`src/i2r_pkg.sv`:
```
`default_nettype none

package i2r_pkg;

    localparam int NUM_W       = 12;
    localparam int CHAR_W      = 8;
    localparam int SYM_COUNT   = 13;
    localparam int SYM_IDX_W   = 4;
    localparam int QUEUE_DEPTH = 2;

    localparam logic [NUM_W-1:0]  MAX_NUMERAL = 12'd3999;
    localparam logic [CHAR_W-1:0] CHAR_NONE   = 8'h00;

    // Greedy symbol table, largest value first.
    localparam logic [NUM_W-1:0] SYM_VALUE [SYM_COUNT] = '{
        12'd1000, 12'd900, 12'd500, 12'd400, 12'd100, 12'd90, 12'd50,
        12'd40, 12'd10, 12'd9, 12'd5, 12'd4, 12'd1
    };
    localparam logic [CHAR_W-1:0] SYM_FIRST [SYM_COUNT] = '{
        "M", "C", "D", "C", "C", "X", "L", "X", "X", "I", "V", "I", "I"
    };
    // A zero entry marks a symbol of a single letter.
    localparam logic [CHAR_W-1:0] SYM_SECOND [SYM_COUNT] = '{
        CHAR_NONE, "M", CHAR_NONE, "D", CHAR_NONE, "C", CHAR_NONE, "L",
        CHAR_NONE, "X", CHAR_NONE, "V", CHAR_NONE
    };

    typedef enum logic [1:0] {
        KIND_ZERO,
        KIND_RANGE,
        KIND_NUMERAL
    } kind_t;

    typedef struct packed {
        kind_t            kind;
        logic [NUM_W-1:0] number;
    } job_t;

    typedef struct packed {
        logic [CHAR_W-1:0] char_code;
        logic              is_last;
        logic              no_char;
        logic              out_of_range;
    } result_t;

    typedef struct packed {
        logic valid;
        job_t job;
    } job_link_t;

endpackage

`default_nettype wire

```
`src/i2r_num_if.sv`:
```
`default_nettype none

interface i2r_num_if
    import i2r_pkg::*;
();
    logic             valid;
    logic             ready;
    logic [NUM_W-1:0] number;

    modport source (output valid, output number, input ready);
    modport sink (input valid, input number, output ready);
endinterface

`default_nettype wire

```
`src/i2r_char_if.sv`:
```
`default_nettype none

interface i2r_char_if
    import i2r_pkg::*;
();
    logic              valid;
    logic              ready;
    logic [CHAR_W-1:0] char_code;
    logic              is_last;
    logic              no_char;
    logic              out_of_range;

    modport source (
        output valid, output char_code, output is_last, output no_char,
        output out_of_range, input ready
    );
    modport sink (
        input valid, input char_code, input is_last, input no_char,
        input out_of_range, output ready
    );
endinterface

`default_nettype wire

```
`src/i2r_front.sv`:
```
`default_nettype none

module i2r_front
    import i2r_pkg::*;
(
    i2r_num_if.sink numbers,
    output job_link_t push,
    input  wire logic push_ready
);

    kind_t kind;

    always_comb
    begin
        priority if (numbers.number == '0)
        begin
            kind = KIND_ZERO;
        end
        else if (numbers.number > MAX_NUMERAL)
        begin
            kind = KIND_RANGE;
        end
        else
        begin
            kind = KIND_NUMERAL;
        end
    end

    assign numbers.ready   = push_ready;
    assign push.valid      = numbers.valid;
    assign push.job.kind   = kind;
    assign push.job.number = numbers.number;

endmodule

`default_nettype wire

```
`src/i2r_queue.sv`:
```
`default_nettype none

module i2r_queue
    import i2r_pkg::*;
(
    input  wire logic      clk,
    input  wire logic      rst_n,
    input  wire job_link_t push,
    output logic           push_ready,
    output job_link_t      head,
    input  wire logic      pop_ready
);

    localparam int PTR_W = (QUEUE_DEPTH > 1) ? $clog2(QUEUE_DEPTH) : 1;
    localparam int CNT_W = $clog2(QUEUE_DEPTH + 1);
    localparam logic [CNT_W-1:0] DEPTH_CNT = CNT_W'(QUEUE_DEPTH);
    localparam logic [PTR_W-1:0] LAST_PTR  = PTR_W'(QUEUE_DEPTH - 1);

    job_t             slot_reg [QUEUE_DEPTH];
    logic [PTR_W-1:0] wr_ptr_reg, wr_ptr_next;
    logic [PTR_W-1:0] rd_ptr_reg, rd_ptr_next;
    logic [CNT_W-1:0] count_reg, count_next;
    logic             do_push;
    logic             do_pop;

    assign push_ready = (count_reg != DEPTH_CNT);
    assign do_push    = push.valid && push_ready;
    assign do_pop     = (count_reg != '0) && pop_ready;

    assign head.valid = (count_reg != '0);
    assign head.job   = slot_reg[rd_ptr_reg];

    always_comb
    begin
        wr_ptr_next = wr_ptr_reg;
        rd_ptr_next = rd_ptr_reg;
        count_next  = count_reg;
        if (do_push)
        begin
            wr_ptr_next = (wr_ptr_reg == LAST_PTR) ? '0 : wr_ptr_reg + 1'b1;
        end
        if (do_pop)
        begin
            rd_ptr_next = (rd_ptr_reg == LAST_PTR) ? '0 : rd_ptr_reg + 1'b1;
        end
        if (do_push && !do_pop)
        begin
            count_next = count_reg + 1'b1;
        end
        else if (do_pop && !do_push)
        begin
            count_next = count_reg - 1'b1;
        end
    end

    always_ff @(posedge clk or negedge rst_n)
    begin
        if (!rst_n)
        begin
            wr_ptr_reg <= '0;
            rd_ptr_reg <= '0;
            count_reg  <= '0;
        end
        else
        begin
            wr_ptr_reg <= wr_ptr_next;
            rd_ptr_reg <= rd_ptr_next;
            count_reg  <= count_next;
        end
    end

    always_ff @(posedge clk)
    begin
        if (do_push)
        begin
            slot_reg[wr_ptr_reg] <= push.job;
        end
    end

endmodule

`default_nettype wire

```
`src/i2r_back.sv`:
```
`default_nettype none

module i2r_back
    import i2r_pkg::*;
(
    input  wire logic      clk,
    input  wire logic      rst_n,
    input  wire job_link_t head,
    output logic           pop_ready,
    i2r_char_if.source     letters
);

    logic              active_reg, active_next;
    logic [NUM_W-1:0]  rem_reg, rem_next;
    logic              pend_reg, pend_next;
    logic [CHAR_W-1:0] pend_char_reg, pend_char_next;
    logic              out_valid_reg, out_valid_next;
    result_t           out_reg, out_next;

    logic                 slot_free;
    logic                 do_pop;
    logic                 do_emit;
    logic [SYM_IDX_W-1:0] sym_idx;
    logic [NUM_W-1:0]     diff;
    logic [CHAR_W-1:0]    second;

    assign slot_free = !out_valid_reg || letters.ready;
    assign pop_ready = !active_reg && slot_free;
    assign do_pop    = head.valid && pop_ready;
    assign do_emit   = active_reg && slot_free;

    // The remainder only shrinks, so the first table entry that still fits
    // is always the one the greedy walk would reach.
    always_comb
    begin
        sym_idx = SYM_IDX_W'(SYM_COUNT - 1);
        for (int i = SYM_COUNT - 1; i >= 0; i--)
        begin
            if (rem_reg >= SYM_VALUE[i])
            begin
                sym_idx = SYM_IDX_W'(i);
            end
        end
    end

    assign diff   = rem_reg - SYM_VALUE[sym_idx];
    assign second = SYM_SECOND[sym_idx];

    always_comb
    begin
        active_next    = active_reg;
        rem_next       = rem_reg;
        pend_next      = pend_reg;
        pend_char_next = pend_char_reg;
        out_next       = out_reg;
        out_valid_next = out_valid_reg && !letters.ready;

        if (do_emit)
        begin
            out_valid_next        = 1'b1;
            out_next.no_char      = 1'b0;
            out_next.out_of_range = 1'b0;
            if (pend_reg)
            begin
                out_next.char_code = pend_char_reg;
                out_next.is_last   = (rem_reg == '0);
                pend_next          = 1'b0;
                active_next        = (rem_reg != '0);
            end
            else
            begin
                out_next.char_code = SYM_FIRST[sym_idx];
                out_next.is_last   = (diff == '0) && (second == CHAR_NONE);
                rem_next           = diff;
                pend_next          = (second != CHAR_NONE);
                pend_char_next     = second;
                active_next        = !((diff == '0) && (second == CHAR_NONE));
            end
        end
        else if (do_pop)
        begin
            unique case (head.job.kind)
                KIND_NUMERAL:
                begin
                    rem_next    = head.job.number;
                    pend_next   = 1'b0;
                    active_next = 1'b1;
                end
                KIND_RANGE:
                begin
                    out_valid_next        = 1'b1;
                    out_next.char_code    = CHAR_NONE;
                    out_next.is_last      = 1'b1;
                    out_next.no_char      = 1'b1;
                    out_next.out_of_range = 1'b1;
                end
                default:
                begin
                    out_valid_next        = 1'b1;
                    out_next.char_code    = CHAR_NONE;
                    out_next.is_last      = 1'b1;
                    out_next.no_char      = 1'b1;
                    out_next.out_of_range = 1'b0;
                end
            endcase
        end
    end

    always_ff @(posedge clk or negedge rst_n)
    begin
        if (!rst_n)
        begin
            active_reg    <= 1'b0;
            pend_reg      <= 1'b0;
            out_valid_reg <= 1'b0;
        end
        else
        begin
            active_reg    <= active_next;
            pend_reg      <= pend_next;
            out_valid_reg <= out_valid_next;
        end
    end

    always_ff @(posedge clk)
    begin
        rem_reg       <= rem_next;
        pend_char_reg <= pend_char_next;
        out_reg       <= out_next;
    end

    assign letters.valid        = out_valid_reg;
    assign letters.char_code    = out_reg.char_code;
    assign letters.is_last      = out_reg.is_last;
    assign letters.no_char      = out_reg.no_char;
    assign letters.out_of_range = out_reg.out_of_range;

endmodule

`default_nettype wire

```
`src/integer_to_roman_emitter.sv`:
```
`default_nettype none

// Converts each 12-bit number taken on the numbers channel into its Roman
// numeral, sent on the letters channel as one ASCII letter per transaction,
// most significant letter first, with is_last set on the final letter.
// Zero gives one transaction with no_char set, and a number above 3999 gives
// one transaction with no_char and out_of_range set. For a numeral the
// emitter first loads the number, then gives one letter per cycle while the
// letters channel takes them; 3888 gives the longest numeral, 15 letters.
// The emitter takes no new number until the last letter is formed.
// A two-entry queue after the classifier lets new numbers be taken while the
// emitter works, and the registered output lets the next letter be formed
// in the cycle in which the current one is taken.
module integer_to_roman_emitter
    import i2r_pkg::*;
(
    input  wire logic  clk,
    input  wire logic  rst_n,
    i2r_num_if.sink    numbers,
    i2r_char_if.source letters
);

    job_link_t push;
    job_link_t head;
    logic      push_ready;
    logic      pop_ready;

    i2r_front u_front (
        .numbers    (numbers),
        .push       (push),
        .push_ready (push_ready)
    );

    i2r_queue u_queue (
        .clk        (clk),
        .rst_n      (rst_n),
        .push       (push),
        .push_ready (push_ready),
        .head       (head),
        .pop_ready  (pop_ready)
    );

    i2r_back u_back (
        .clk       (clk),
        .rst_n     (rst_n),
        .head      (head),
        .pop_ready (pop_ready),
        .letters   (letters)
    );

endmodule

`default_nettype wire
```
`src/flat_wrapper.sv`:
```
// flat-port wrapper written by rule: the top's interface ports become plain ports
module integer_to_roman_emitter_flat import i2r_pkg::*;
  (clk, rst_n, numbers_valid, numbers_number, numbers_ready, letters_valid, letters_char_code, letters_is_last, letters_no_char, letters_out_of_range, letters_ready);
  i2r_num_if numbers_i ();
  i2r_char_if letters_i ();
  input  wire logic clk;
  input  wire logic rst_n;
  input wire logic [$bits(numbers_i.valid)-1:0] numbers_valid;
  input wire logic [$bits(numbers_i.number)-1:0] numbers_number;
  output wire logic [$bits(numbers_i.ready)-1:0] numbers_ready;
  output wire logic [$bits(letters_i.valid)-1:0] letters_valid;
  output wire logic [$bits(letters_i.char_code)-1:0] letters_char_code;
  output wire logic [$bits(letters_i.is_last)-1:0] letters_is_last;
  output wire logic [$bits(letters_i.no_char)-1:0] letters_no_char;
  output wire logic [$bits(letters_i.out_of_range)-1:0] letters_out_of_range;
  input wire logic [$bits(letters_i.ready)-1:0] letters_ready;
  assign numbers_i.valid = numbers_valid;
  assign numbers_i.number = numbers_number;
  assign numbers_ready = numbers_i.ready;
  assign letters_valid = letters_i.valid;
  assign letters_char_code = letters_i.char_code;
  assign letters_is_last = letters_i.is_last;
  assign letters_no_char = letters_i.no_char;
  assign letters_out_of_range = letters_i.out_of_range;
  assign letters_i.ready = letters_ready;
  integer_to_roman_emitter u_core (.clk(clk), .rst_n(rst_n), .numbers(numbers_i), .letters(letters_i));
endmodule
```
`config.mk`:
```
export PLATFORM = sky130hd
export DESIGN_NAME = integer_to_roman_emitter_flat
export DESIGN_NICKNAME = d
export VERILOG_FILES = /design/src/i2r_pkg.sv /design/src/i2r_num_if.sv /design/src/i2r_char_if.sv /design/src/i2r_front.sv /design/src/i2r_queue.sv /design/src/i2r_back.sv /design/src/integer_to_roman_emitter.sv /design/src/flat_wrapper.sv
export SDC_FILE = /design/constraint.sdc
export NUM_CORES = 1
export LEC_CHECK = 0
export ABC_AREA = 1
export ABC_CLOCK_PERIOD_IN_PS = 3200
export BUFFER_PORTS_ARGS = -buffer_cell sky130_fd_sc_hd__buf_2
export CORE_ASPECT_RATIO = 2
export CORE_MARGIN = 2
export CORE_UTILIZATION = 55
export CTS_CLUSTER_DIAMETER = 150
export CTS_CLUSTER_SIZE = 40
export DETAILED_ROUTE_END_ITERATION = 7
export PLACE_DENSITY_LB_ADDON = 0.2
export SLEW_MARGIN = 10
export SYNTH_ARGS = -nofsm -noshare
export SYNTH_HDL_FRONTEND = slang
export SYNTH_HIERARCHICAL = 1
export SYNTH_SLANG_ARGS = --single-unit
```
`constraint.sdc`:
```
create_clock -name clk -period 3.2 [get_ports clk]
set_input_delay 0.64 -clock clk [delete_from_list [all_inputs] [get_ports clk]]
set_output_delay 0.64 -clock clk [all_outputs]
set_load 0.1 [all_outputs]
```
==> results of run 1 <==
## synth_stat cells (all sizes together)
master / count / area share [%]
a21boi: 2 / 0.46
nand2: 168 / 17
dfrtp: 7 / 4.3
o21bai: 2 / 0.37
and2: 1 / 0.15
o22ai: 2 / 0.31
nand3: 21 / 2.6
conb: 1 / 0.093
a21oi: 19 / 3.4
xor2: 6 / 1.5
clkbuf: 3 / 0.28
buf: 20 / 3.9
ha: 16 / 4.9
dfxtp: 2 / 0.99
nand4: 7 / 1.1
o211ai: 3 / 0.56
edfxtp: 53 / 39
fa: 1 / 0.49
clkinv: 1 / 0.12
o21ai: 22 / 2.7
a211oi: 1 / 0.19
nor2: 64 / 6.9
xnor2: 1 / 0.22
or2: 1 / 0.15
inv: 69 / 6.6
a31o: 2 / 0.43
a31oi: 4 / 0.62
nor3: 4 / 0.49
## final cells by class
type / instances / share of cell area (%)
well taps: 92 / 2.089
clock buffers: 10 / 4.156
multi-input cells: 349 / 37.70
clock inverters: 5 / 0.9085
inverters: 70 / 5.019
flip-flops and latches: 62 / 32.80
repair buffers: 131 / 17.33
## per-stage QoR
step	setup WS, ns	area (sq um)	std cells
after floorplan	-0.1833	4103	504
after global placement	-0.7417	4856	686
after detailed placement	-0.7164	4856	686
after CTS	-0.4834	5344	713
after global routing	-0.9413	5509	719
final	-0.6391	5509	719
## routing by layer
layer / track usage, % / up-vias / share of wire (%) / wire, um
met5: 0 / - / 0 / 0
met1: 23.93 / 1744 / 34 / 3503
met3: 4.496 / 34 / 1.6 / 169
li1: - / 1845 / - / -
met4: 18.15 / 0 / 6.3 / 649
met2: 52.51 / 69 / 58 / 6042
## kinds of logic after synthesis
family | share of synthesized area (%)
other | 0.09259
AOI/OAI and AO/OA | 9.021
xor gates and xnor gates | 1.699
DFF | 44.61
adders and majority gates | 5.437
and+or+nand+nor | 28.17
buffers and inverters | 10.97
## worst paths after layout
path,endpoint,start,depth (start not counted)
min in group clk,u_core/u_back/letters.no_char,u_core/u_back/letters.no_char,2
max in group asynchronous,u_core/u_back/active_reg,rst_n,1
min,u_core/u_queue/count_reg[1],rst_n,1
max,u_core/u_back/letters.is_last,u_core/u_back/rem_reg[3],28
max reg2reg,u_core/u_back/letters.is_last,u_core/u_back/rem_reg[3],28
min reg2reg,u_core/u_back/letters.no_char,u_core/u_back/letters.no_char,2
## repair_timing
action | in CTS | in global routing
pin swaps | 18 | 24
hold buffers | 0 | 0
endpoints found under the setup margin | 11 | 12
buffers inserted | 12 | 6
resized for setup | 32 | 31
==> out/results.md, run 1 <==
| Parameter | This run |
| --- | --- |
| Total area of multi-input combinational cells | 0.002077 sq mm |
| Maximum operating frequency | 260.5 MHz |
| Total wire length | 10.37 mm |
| Setup TNS | -3.244 ns |
| Worst hold slack after final layout | 0.1462 ns |
| Max stage delay on crit path | 0.50 ns |
| Antenna diode count | 0 |
| Clock Skews | 0.008132 ns |
| Average instance area after synthesis | 8.052 sq um |
| Vias after detailed routing | 3,692 |
| WP buf/inv | 5 |
| Full die area | 0.008108 sq mm |
| Sequential cell area | 0.001807 sq mm |
| Fraction of the cycle the final worst path needs | 120.0% |
| Proportion of layout cells with a drive suffix above 1 | 37.80% |
| Headroom to the max-slew limit | 60.26% |
| Max reg flops | 28 |
| Clock tree from TritonCTS | done |
| Largest net degree at the start of global routing | 24 |
| Summed instance area of the synthesized netlist | 0.004050 sq mm |
| Critical path capture point type | register |
| Kind of launch point of the worst setup path | register |
| Post-layout min period | 3.839 ns |
| NumNets Final | 656 |
| Worst path top cell family by delay | simple AND/OR/NAND/NOR gates |
| Routed length per instance | 14.42 um |
| I/O Buffers | 26 |
| Seq/Total Area, Yosys | 44.61% |
| Measured slew at the worst slew-check pin | 0.5961 ns |
| Register bit count reported by yosys | 62 |
| Remaining global-route overflow | 0 |
| RSZ-0062 raised after global routing | true |
| # fillers | 519 |
| Via/cell ratio | 5.135 |
| Root buffer selected by CTS | sky130_fd_sc_hd__clkbuf_16 |
| Vias in the first global route | 3,780 |
| Outcome | finished with violations |
| Number of max-slew violations in the final report | 0 |
| Wire length of the first global-routing pass | 16.55 mm |
| Unique cell type count in the Yosys netlist | 43 |
| Remaining antenna violation count | 0 |
| Data required time at the worst endpoint | 3.40 ns |
| CTS H-tree lvls | 3 |
| Count of endpoints failing setup in the final report | 12 |
| Initial core utilization | 56.16% |
| Worst Setup Slack, final | -0.6391 ns |
| GPL Wtd Cong | 0.9409 |
| Arrival time of data at the critical path endpoint | 4.04 ns |
| TritonCTS Buffers | 9 |
| Register clock-pin slew on the reported worst setup and hold paths | 0.06 ns |
| Most used cells in the layout excluding fill and tap cells | sky130_fd_sc_hd__nand2_1, sky130_fd_sc_hd__buf_4, sky130_fd_sc_hd__edfxtp_1, sky130_fd_sc_hd__inv_1, sky130_fd_sc_hd__nor2_1 |
| Share of the core filled with cells | 76.39% |
| Class of the most critical hold timing path | input port to asynchronous set/reset pin |
| Critical Path Most Common Cell | sky130_fd_sc_hd__nand2_1 |
| Worst-Skew Late Latency | 0.33 ns |
| Maximum buffer depth of the clock tree | 2 |
| Remaining routing DRC violations | 0 |
| Chip width | 64.68 um |
| Detailed Routing Iterations Pass 1 | 4 |
| Total track usage | 27.06% |
| Cell row count | 44 |
| Number of sinks on the clock net | 62 |
| Die outline height | 125.4 um |
| Violated checks | negative setup slack |
| Synth-to-layout area growth | 36.02% |
| Number of DRC markers after the initial detailed-route iteration | 177 |
| Core area | 0.007212 sq mm |
| Worst-case register-to-register setup slack | -0.64 ns |
| Count of boundary I/O pins | 29 |
| Final Hold Fails | 0 |
| Count of synthesis-stage warnings from yosys | 6 |
| Max-cap viol count | 0 |
| Antenna violations before repair | 0 |
| Cells after Synth | 503 |
| Maximum fanout encountered on the critical timing path | 5 |
| Most frequent standard cell in the layout excluding fill and tap cells | sky130_fd_sc_hd__nand2_1 |
| Final HPWL from detailed placement | 7.940 mm |
| Slowest cell on crit path | sky130_fd_sc_hd__edfxtp_1 |
| Type of the worst setup path | register to register |
Power of run 1 is not shown: default switching activity piles up to over one toggle a cycle in this logic, so the estimate is an artifact.
==> run 2: changes to the inputs <==
CORE_UTILIZATION = 50   (was 55)
GPL_ROUTABILITY_DRIVEN = 0   (was not set)
==> out/results.md, run 2 (synthesis gave the netlist of run 1 again) <==
| Parameter | This run | Delta |
| --- | --- | --- |
| Remaining routing DRC violations | 0 | unchanged |
| Proportion of layout cells with a drive suffix above 1 | 38.77% | +0.97 points |
| Register clock-pin slew on the reported worst setup and hold paths | 0.06 ns | about the same |
| NumNets Final | 647 | -1.4% |
| Core area | 0.007885 sq mm | +9.3% |
| Violated checks | negative setup slack |  |
| Max stage delay on crit path | 0.46 ns | -0.04 ns |
| Class of the most critical hold timing path | input port to asynchronous set/reset pin |  |
| Critical path capture point type | register |  |
| Vias after detailed routing | 3,682 | -0.27% |
| Via/cell ratio | 5.150 | +0.29% |
| Antenna violations before repair | 0 | unchanged |
| Detailed Routing Iterations Pass 1 | 7 | +3 |
| Worst reg2reg path startpoint | u_core/u_back/rem_reg[7] |  |
| Kind of launch point of the worst setup path | register |  |
| Antenna diode count | 0 | unchanged |
| Root buffer selected by CTS | sky130_fd_sc_hd__clkbuf_16 |  |
| Type of the worst setup path | register to register |  |
| Total wire length | 10.40 mm | +0.38% |
| Remaining antenna violation count | 0 | unchanged |
| TritonCTS Buffers | 9 | unchanged |
| Count of endpoints failing setup in the final report | 11 | -1 |
| Total track usage | 25.44% | -1.6 points |
| Fraction of the cycle the final worst path needs | 118.0% | -2.0 points |
| Clock Skews | 0.01103 ns | +0.002893 ns |
| Most used cells in the layout excluding fill and tap cells | sky130_fd_sc_hd__nand2_1, sky130_fd_sc_hd__buf_4, sky130_fd_sc_hd__edfxtp_1, sky130_fd_sc_hd__inv_1, sky130_fd_sc_hd__nor2_1 |  |
| Maximum buffer depth of the clock tree | 2 | unchanged |
| Arrival time of data at the critical path endpoint | 3.98 ns | -0.06 ns |
| Largest net degree at the start of global routing | 24 | unchanged |
| Outcome | finished with violations |  |
| Wire length of the first global-routing pass | 16.65 mm | +0.58% |
| Measured slew at the worst slew-check pin | 0.6309 ns | +0.03480 ns |
| RSZ-0062 raised after global routing | true |  |
| I/O Buffers | 26 | unchanged |
| Slowest cell on crit path | sky130_fd_sc_hd__edfxtp_1 |  |
| Remaining global-route overflow | 0 | unchanged |
| Worst-Skew Late Latency | 0.33 ns | about the same |
| Crit path from | u_core/u_back/rem_reg[7] |  |
| Initial core utilization | 51.36% | -4.8 points |
| Chip width | 67.64 um | +4.6% |
| # fillers | 597 | +15% |
| Full die area | 0.008880 sq mm | +9.5% |
| Die outline height | 131.3 um | +4.7% |
| Final Hold Fails | 0 | unchanged |
| Setup Slack @ Placement | -0.9548 ns | -0.2384 ns |
| Worst Setup Slack, final | -0.5750 ns | +0.06404 ns |
| Headroom to the max-slew limit | 57.94% | -2.3 points |
| Number of cells on the critical path | 28 | unchanged |
| Clock tree from TritonCTS | done |  |
| Critical Path Most Common Cell | sky130_fd_sc_hd__nand2_2 |  |
| Max-cap viol count | 0 | unchanged |
| CTS H-tree lvls | 3 | unchanged |
| Count of boundary I/O pins | 29 | unchanged |
| Most frequent standard cell in the layout excluding fill and tap cells | sky130_fd_sc_hd__nand2_1 |  |
| Vias in the first global route | 3,823 | +1.1% |
| Cells on worst reg2reg path | 28 | unchanged |
| Final HPWL from detailed placement | 7.920 mm | -0.26% |
| Cell row count | 46 | +4.5% |
| Number of DRC markers after the initial detailed-route iteration | 100 | -44% |
| Maximum fanout encountered on the critical timing path | 5 | unchanged |
| Number of max-slew violations in the final report | 0 | unchanged |
| Routed length per instance | 14.55 um | +0.94% |
| Endpoint of the most critical setup path | u_core/u_back/letters.is_last |  |
| Number of sinks on the clock net | 62 | unchanged |
| Maximum operating frequency | 264.9 MHz | +1.7% |
| FF-to-FF End | u_core/u_back/letters.is_last |  |
| Worst-case register-to-register setup slack | -0.58 ns | +0.06 ns |
| WP buf/inv | 5 | unchanged |
| Max reg flops | 28 | unchanged |
| Data required time at the worst endpoint | 3.40 ns | about the same |
| Synth-to-layout area growth | 35.65% |  |
| Worst path top cell family by delay | simple AND/OR/NAND/NOR gates |  |
| Post-layout min period | 3.775 ns | -0.06404 ns |
-- run 2: metrics by stage --
| step | area, sq um | cells | TNS (ns) | utilization, % | hold WS, ns |
|---|---|---|---|---|---|
| CTS | 5283 | 708 | -3.119 | 66.99 | 0.1268 |
| global placement | 4796 | 683 | -4.302 | 60.82 | 0.4508 |
| global route | 5494 | 715 | -5.482 | 69.68 | 0.1347 |
| finish | 5494 | 715 | -3.367 | 69.68 | 0.1339 |
| floorplan | 4103 | 504 | -0.3224 | - | 0.3444 |
| detailed placement | 4796 | 683 | -5.504 | 60.82 | 0.4614 |
-- run 2: worst min path at each step --
stage                                             start                             to  slack (ns)  depth (start not counted)
after floorplan                                   rst_n       u_core/u_back/active_reg        0.34                          0
after global placement    u_core/u_back/letters.no_char  u_core/u_back/letters.no_char        0.45                          2
after detailed placement  u_core/u_back/letters.no_char  u_core/u_back/letters.no_char        0.46                          2
after CTS                                         rst_n    u_core/u_back/letters.valid        0.13                          1
after global routing                              rst_n    u_core/u_back/letters.valid        0.13                          1
final                                             rst_n       u_core/u_back/active_reg        0.13                          1
-- run 2: cell type report --
cell class	instances	area (sq um)	area share [%]
flip-flops and latches	62	1807	32.89
clock buffers	10	239.0	4.350
multi-input cells	349	2108	38.37
well taps	96	120.1	2.186
clock inverters	6	68.82	1.253
repair buffers	122	874.6	15.92
inverters	70	276.5	5.033
-- run 2: metal layers --
metal  wire [um]  GRT usage [%]  share of wire (%)  vias to the layer above
met3         285          5.051                2.7                       45
li1            -              -                  -                     1825
met4         701          22.00                6.7                        0
met2        6076          46.57                 58                       98
met1        3341          20.82                 32                     1714
met5           0              0                  0                        -
-- run 2: worst reg2reg max path: cells and delay by family, from the launching register on --
| family | cells | cell delay, ns |
|---|---|---|
| simple gates | 18 | 1.80 |
| fa+ha+maj | 2 | 0.58 |
| flops | 1 | 0.46 |
| compound gates | 3 | 0.45 |
| buf+inv | 5 | 0.35 |
-- run 2: what timing repair did --
item                                   CTS  global route
hold buffers                             0             0
endpoints found under the hold margin    0             0
gates resized for setup                 28            44
pin swaps                               25            35
setup endpoints to repair               12            13
cloned                                   0             0
buffers inserted                         9             7
Power of run 2 is left out for the same reason.
==> run 3: changes to the inputs <==
==> constraint.sdc (replaced) <==
create_clock -name clk -period 3.2 [get_ports clk]
set_input_delay 0.32 -clock clk [delete_from_list [all_inputs] [get_ports clk]]
set_output_delay 0.32 -clock clk [all_outputs]
set_load 0.1 [all_outputs]
==> out/results.md, run 3 (synthesis gave the netlist of run 1 again) <==
| Parameter | This run | Delta |
| --- | --- | --- |
| Headroom to the max-slew limit | 60.09% | +2.2 points |
| Violated checks | negative setup slack |  |
| Clock Skews | 0.009607 ns | -0.001419 ns |
| Cells on worst reg2reg path | 34 | +21% |
| Number of max-slew violations in the final report | 0 | unchanged |
| FF-to-FF End | u_core/u_back/letters.is_last |  |
| Count of endpoints failing setup in the final report | 14 | +3 |
| Worst reg2reg path startpoint | u_core/u_back/rem_reg[5] |  |
| Fraction of the cycle the final worst path needs | 132.8% | +15 points |
| TritonCTS Buffers | 9 | unchanged |
| Measured slew at the worst slew-check pin | 0.5986 ns | -0.03226 ns |
| Destination of the worst hold path | u_core/u_queue/slot_reg[0][0] |  |
| Full die area | 0.008880 sq mm | unchanged |
| Worst-Skew Late Latency | 0.33 ns | about the same |
| Chip width | 67.64 um | unchanged |
| M2 GR Usage | 51.80% | +5.2 points |
| Grt met1 use | 22.76% | +1.9 points |
| Count of boundary I/O pins | 29 | unchanged |
| Total area of multi-input combinational cells | 0.002193 sq mm | +4.0% |
| Number of DRC markers after the initial detailed-route iteration | 299 | +200% |
| Type of the worst setup path | register to register |  |
| Remaining antenna violation count | 0 | unchanged |
| DP Cell Count | 681 | -0.29% |
| Final HPWL from detailed placement | 7.852 mm | -0.86% |
| Worst Hold Depth | 1 |  |
| Routing usage on met3 | 6.849% | +1.8 points |
| Register clock-pin slew on the reported worst setup and hold paths | 0.05 ns | about the same |
| Maximum fanout encountered on the critical timing path | 4 | -1 |
| Vias after detailed routing | 4,088 | +11% |
| Maximum buffer depth of the clock tree | 2 | unchanged |
| Max reg flops | 28 | unchanged |
| Post-layout min period | 4.249 ns | +0.4739 ns |
| Class of the most critical hold timing path | input port to register |  |
| Die outline height | 131.3 um | unchanged |
| NumNets Final | 684 | +5.7% |
| Proportion of layout cells with a drive suffix above 1 | 43.29% | +4.5 points |
| Initial core utilization | 51.36% | unchanged |
| Synth-to-layout area growth | 45.20% |  |
| Worst Setup Slack, final | -1.049 ns | -0.4739 ns |
| Vias in the first global route | 4,117 | +7.7% |
| Routed length per instance | 17.54 um | +21% |
| RSZ-0062 raised after global routing | true |  |
| Root buffer selected by CTS | sky130_fd_sc_hd__clkbuf_16 |  |
| Critical path capture point type | register |  |
| Antenna diode count | 0 | unchanged |
| Maximum operating frequency | 235.4 MHz | -11% |
| Number of sinks on the clock net | 62 | unchanged |
| Most frequent standard cell in the layout excluding fill and tap cells | sky130_fd_sc_hd__nand2_1 |  |
| Max stage delay on crit path | 0.47 ns | about the same |
| # fillers | 508 | -15% |
| Most used cells in the layout excluding fill and tap cells | sky130_fd_sc_hd__nand2_1, sky130_fd_sc_hd__buf_4, sky130_fd_sc_hd__edfxtp_1, sky130_fd_sc_hd__inv_1, sky130_fd_sc_hd__nor2_1 |  |
| Kind of launch point of the worst setup path | register |  |
| Hold path startpoint | numbers_number[0] |  |
| Via/cell ratio | 5.436 | +5.6% |
| Busiest grt layer | met2 |  |
| Total wire length | 13.19 mm | +27% |
| Total track usage | 28.20% | +2.8 points |
| CTS H-tree lvls | 3 | unchanged |
| Arrival time of data at the critical path endpoint | 4.45 ns | +0.47 ns |
| Worst-case register-to-register setup slack | -1.05 ns | -0.47 ns |
| Antenna violations before repair | 0 | unchanged |
| Largest net degree at the start of global routing | 24 | unchanged |
| Critical Path Most Common Cell | sky130_fd_sc_hd__nand2_1 |  |
| WP buf/inv | 3 | -2 |
| Max-cap viol count | 0 | unchanged |
| Data required time at the worst endpoint | 3.40 ns | about the same |
| Sequential cell area | 0.001807 sq mm | unchanged |
| Detailed Routing Iterations Pass 1 | 7 | unchanged |
| Cell row count | 46 | unchanged |
| I/O Buffers | 26 | unchanged |
| Final Hold Fails | 0 | unchanged |
| Remaining routing DRC violations | 0 | unchanged |
| Clock tree from TritonCTS | done |  |
| Remaining global-route overflow | 0 | unchanged |
| Core area | 0.007885 sq mm | unchanged |
| Outcome | finished with violations |  |
| Worst path top cell family by delay | simple AND/OR/NAND/NOR gates |  |
| Non-filler instance count after layout | 752 | +5.2% |
| Wire length of the first global-routing pass | 18.38 mm | +10% |
| Slowest cell on crit path | sky130_fd_sc_hd__edfxtp_1 |  |
==> run 3: cell types whose count changed in the layout (fill, tap and decap cells not counted), moves of 3 or more <==
cell | previous run | this run
sky130_fd_sc_hd__buf_4 | 92 | 115
sky130_fd_sc_hd__buf_6 | 3 | 16
sky130_fd_sc_hd__clkbuf_1 | 0 | 3
sky130_fd_sc_hd__inv_1 | 52 | 48
sky130_fd_sc_hd__inv_2 | 13 | 17
sky130_fd_sc_hd__nand2_4 | 8 | 12
sky130_fd_sc_hd__o21ai_0 | 16 | 11
==> run 3: metal layers <==
| metal | wire, um | share of wire, % |
|---|---|---|
| met5 | 0 | 0 |
| met4 | 1110 | 8.4 |
| met3 | 679 | 5.1 |
| met2 | 7340 | 56 |
| met1 | 4061 | 31 |
==> run 3: area by class of cell <==
type,instances,share of cell area (%)
clock inverters,3,0.3191
well taps,96,2.043
flip-flops and latches,62,30.72
inverters,70,4.702
clock buffers,13,4.447
repair buffers,159,20.47
multi-input cells,349,37.30
==> run 3: stage by stage <==
stage | setup slack, ns | util (%) | hold slack [ns] | instance area (sq um) | setup TNS (ns)
floorplan | -0.1833 | - | 0.02441 | 4103 | -0.3224
global placement | -0.8521 | 60.63 | 0.1678 | 4781 | -4.692
detailed placement | -0.8762 | 60.63 | 0.1700 | 4781 | -5.118
CTS | -0.5277 | 70.83 | 0.1822 | 5585 | -2.846
global route | -1.280 | 74.58 | 0.1838 | 5881 | -10.25
finish | -1.049 | 74.58 | 0.1905 | 5881 | -7.675
==> run 3: worst register-to-register path, delay by kind of cell, from the launching register on <==
family	cells	cell delay (ns)
buffers and inverters	3	0.29
AO/OA/AOI/OAI	1	0.26
adder cells (fa/ha/maj)	2	0.59
flip-flops	1	0.47
AND/OR/NAND/NOR	28	2.53
==> run 3: worst max-delay path by stage <==
stage	cells after the start	startpoint	slack, ns	end
after floorplan	30	u_core/u_back/rem_reg[5]	-0.18	u_core/u_back/letters.is_last
after global placement	29	u_core/u_back/rem_reg[1]	-0.85	u_core/u_back/letters.is_last
after detailed placement	29	u_core/u_back/rem_reg[1]	-0.88	u_core/u_back/letters.is_last
after CTS	28	u_core/u_back/rem_reg[1]	-0.53	u_core/u_back/letters.is_last
after global routing	34	u_core/u_back/rem_reg[5]	-1.28	u_core/u_back/letters.is_last
final	34	u_core/u_back/rem_reg[5]	-1.05	u_core/u_back/letters.is_last
==> run 3: timing repair <==
action	CTS	global route
endpoints found under the setup margin	12	14
setup buffers	49	12
resized for setup	47	61
endpoints found under the hold margin	7	0
pin swaps	39	34
hold buffers	1	0
Power of run 3 is left out for the same reason.
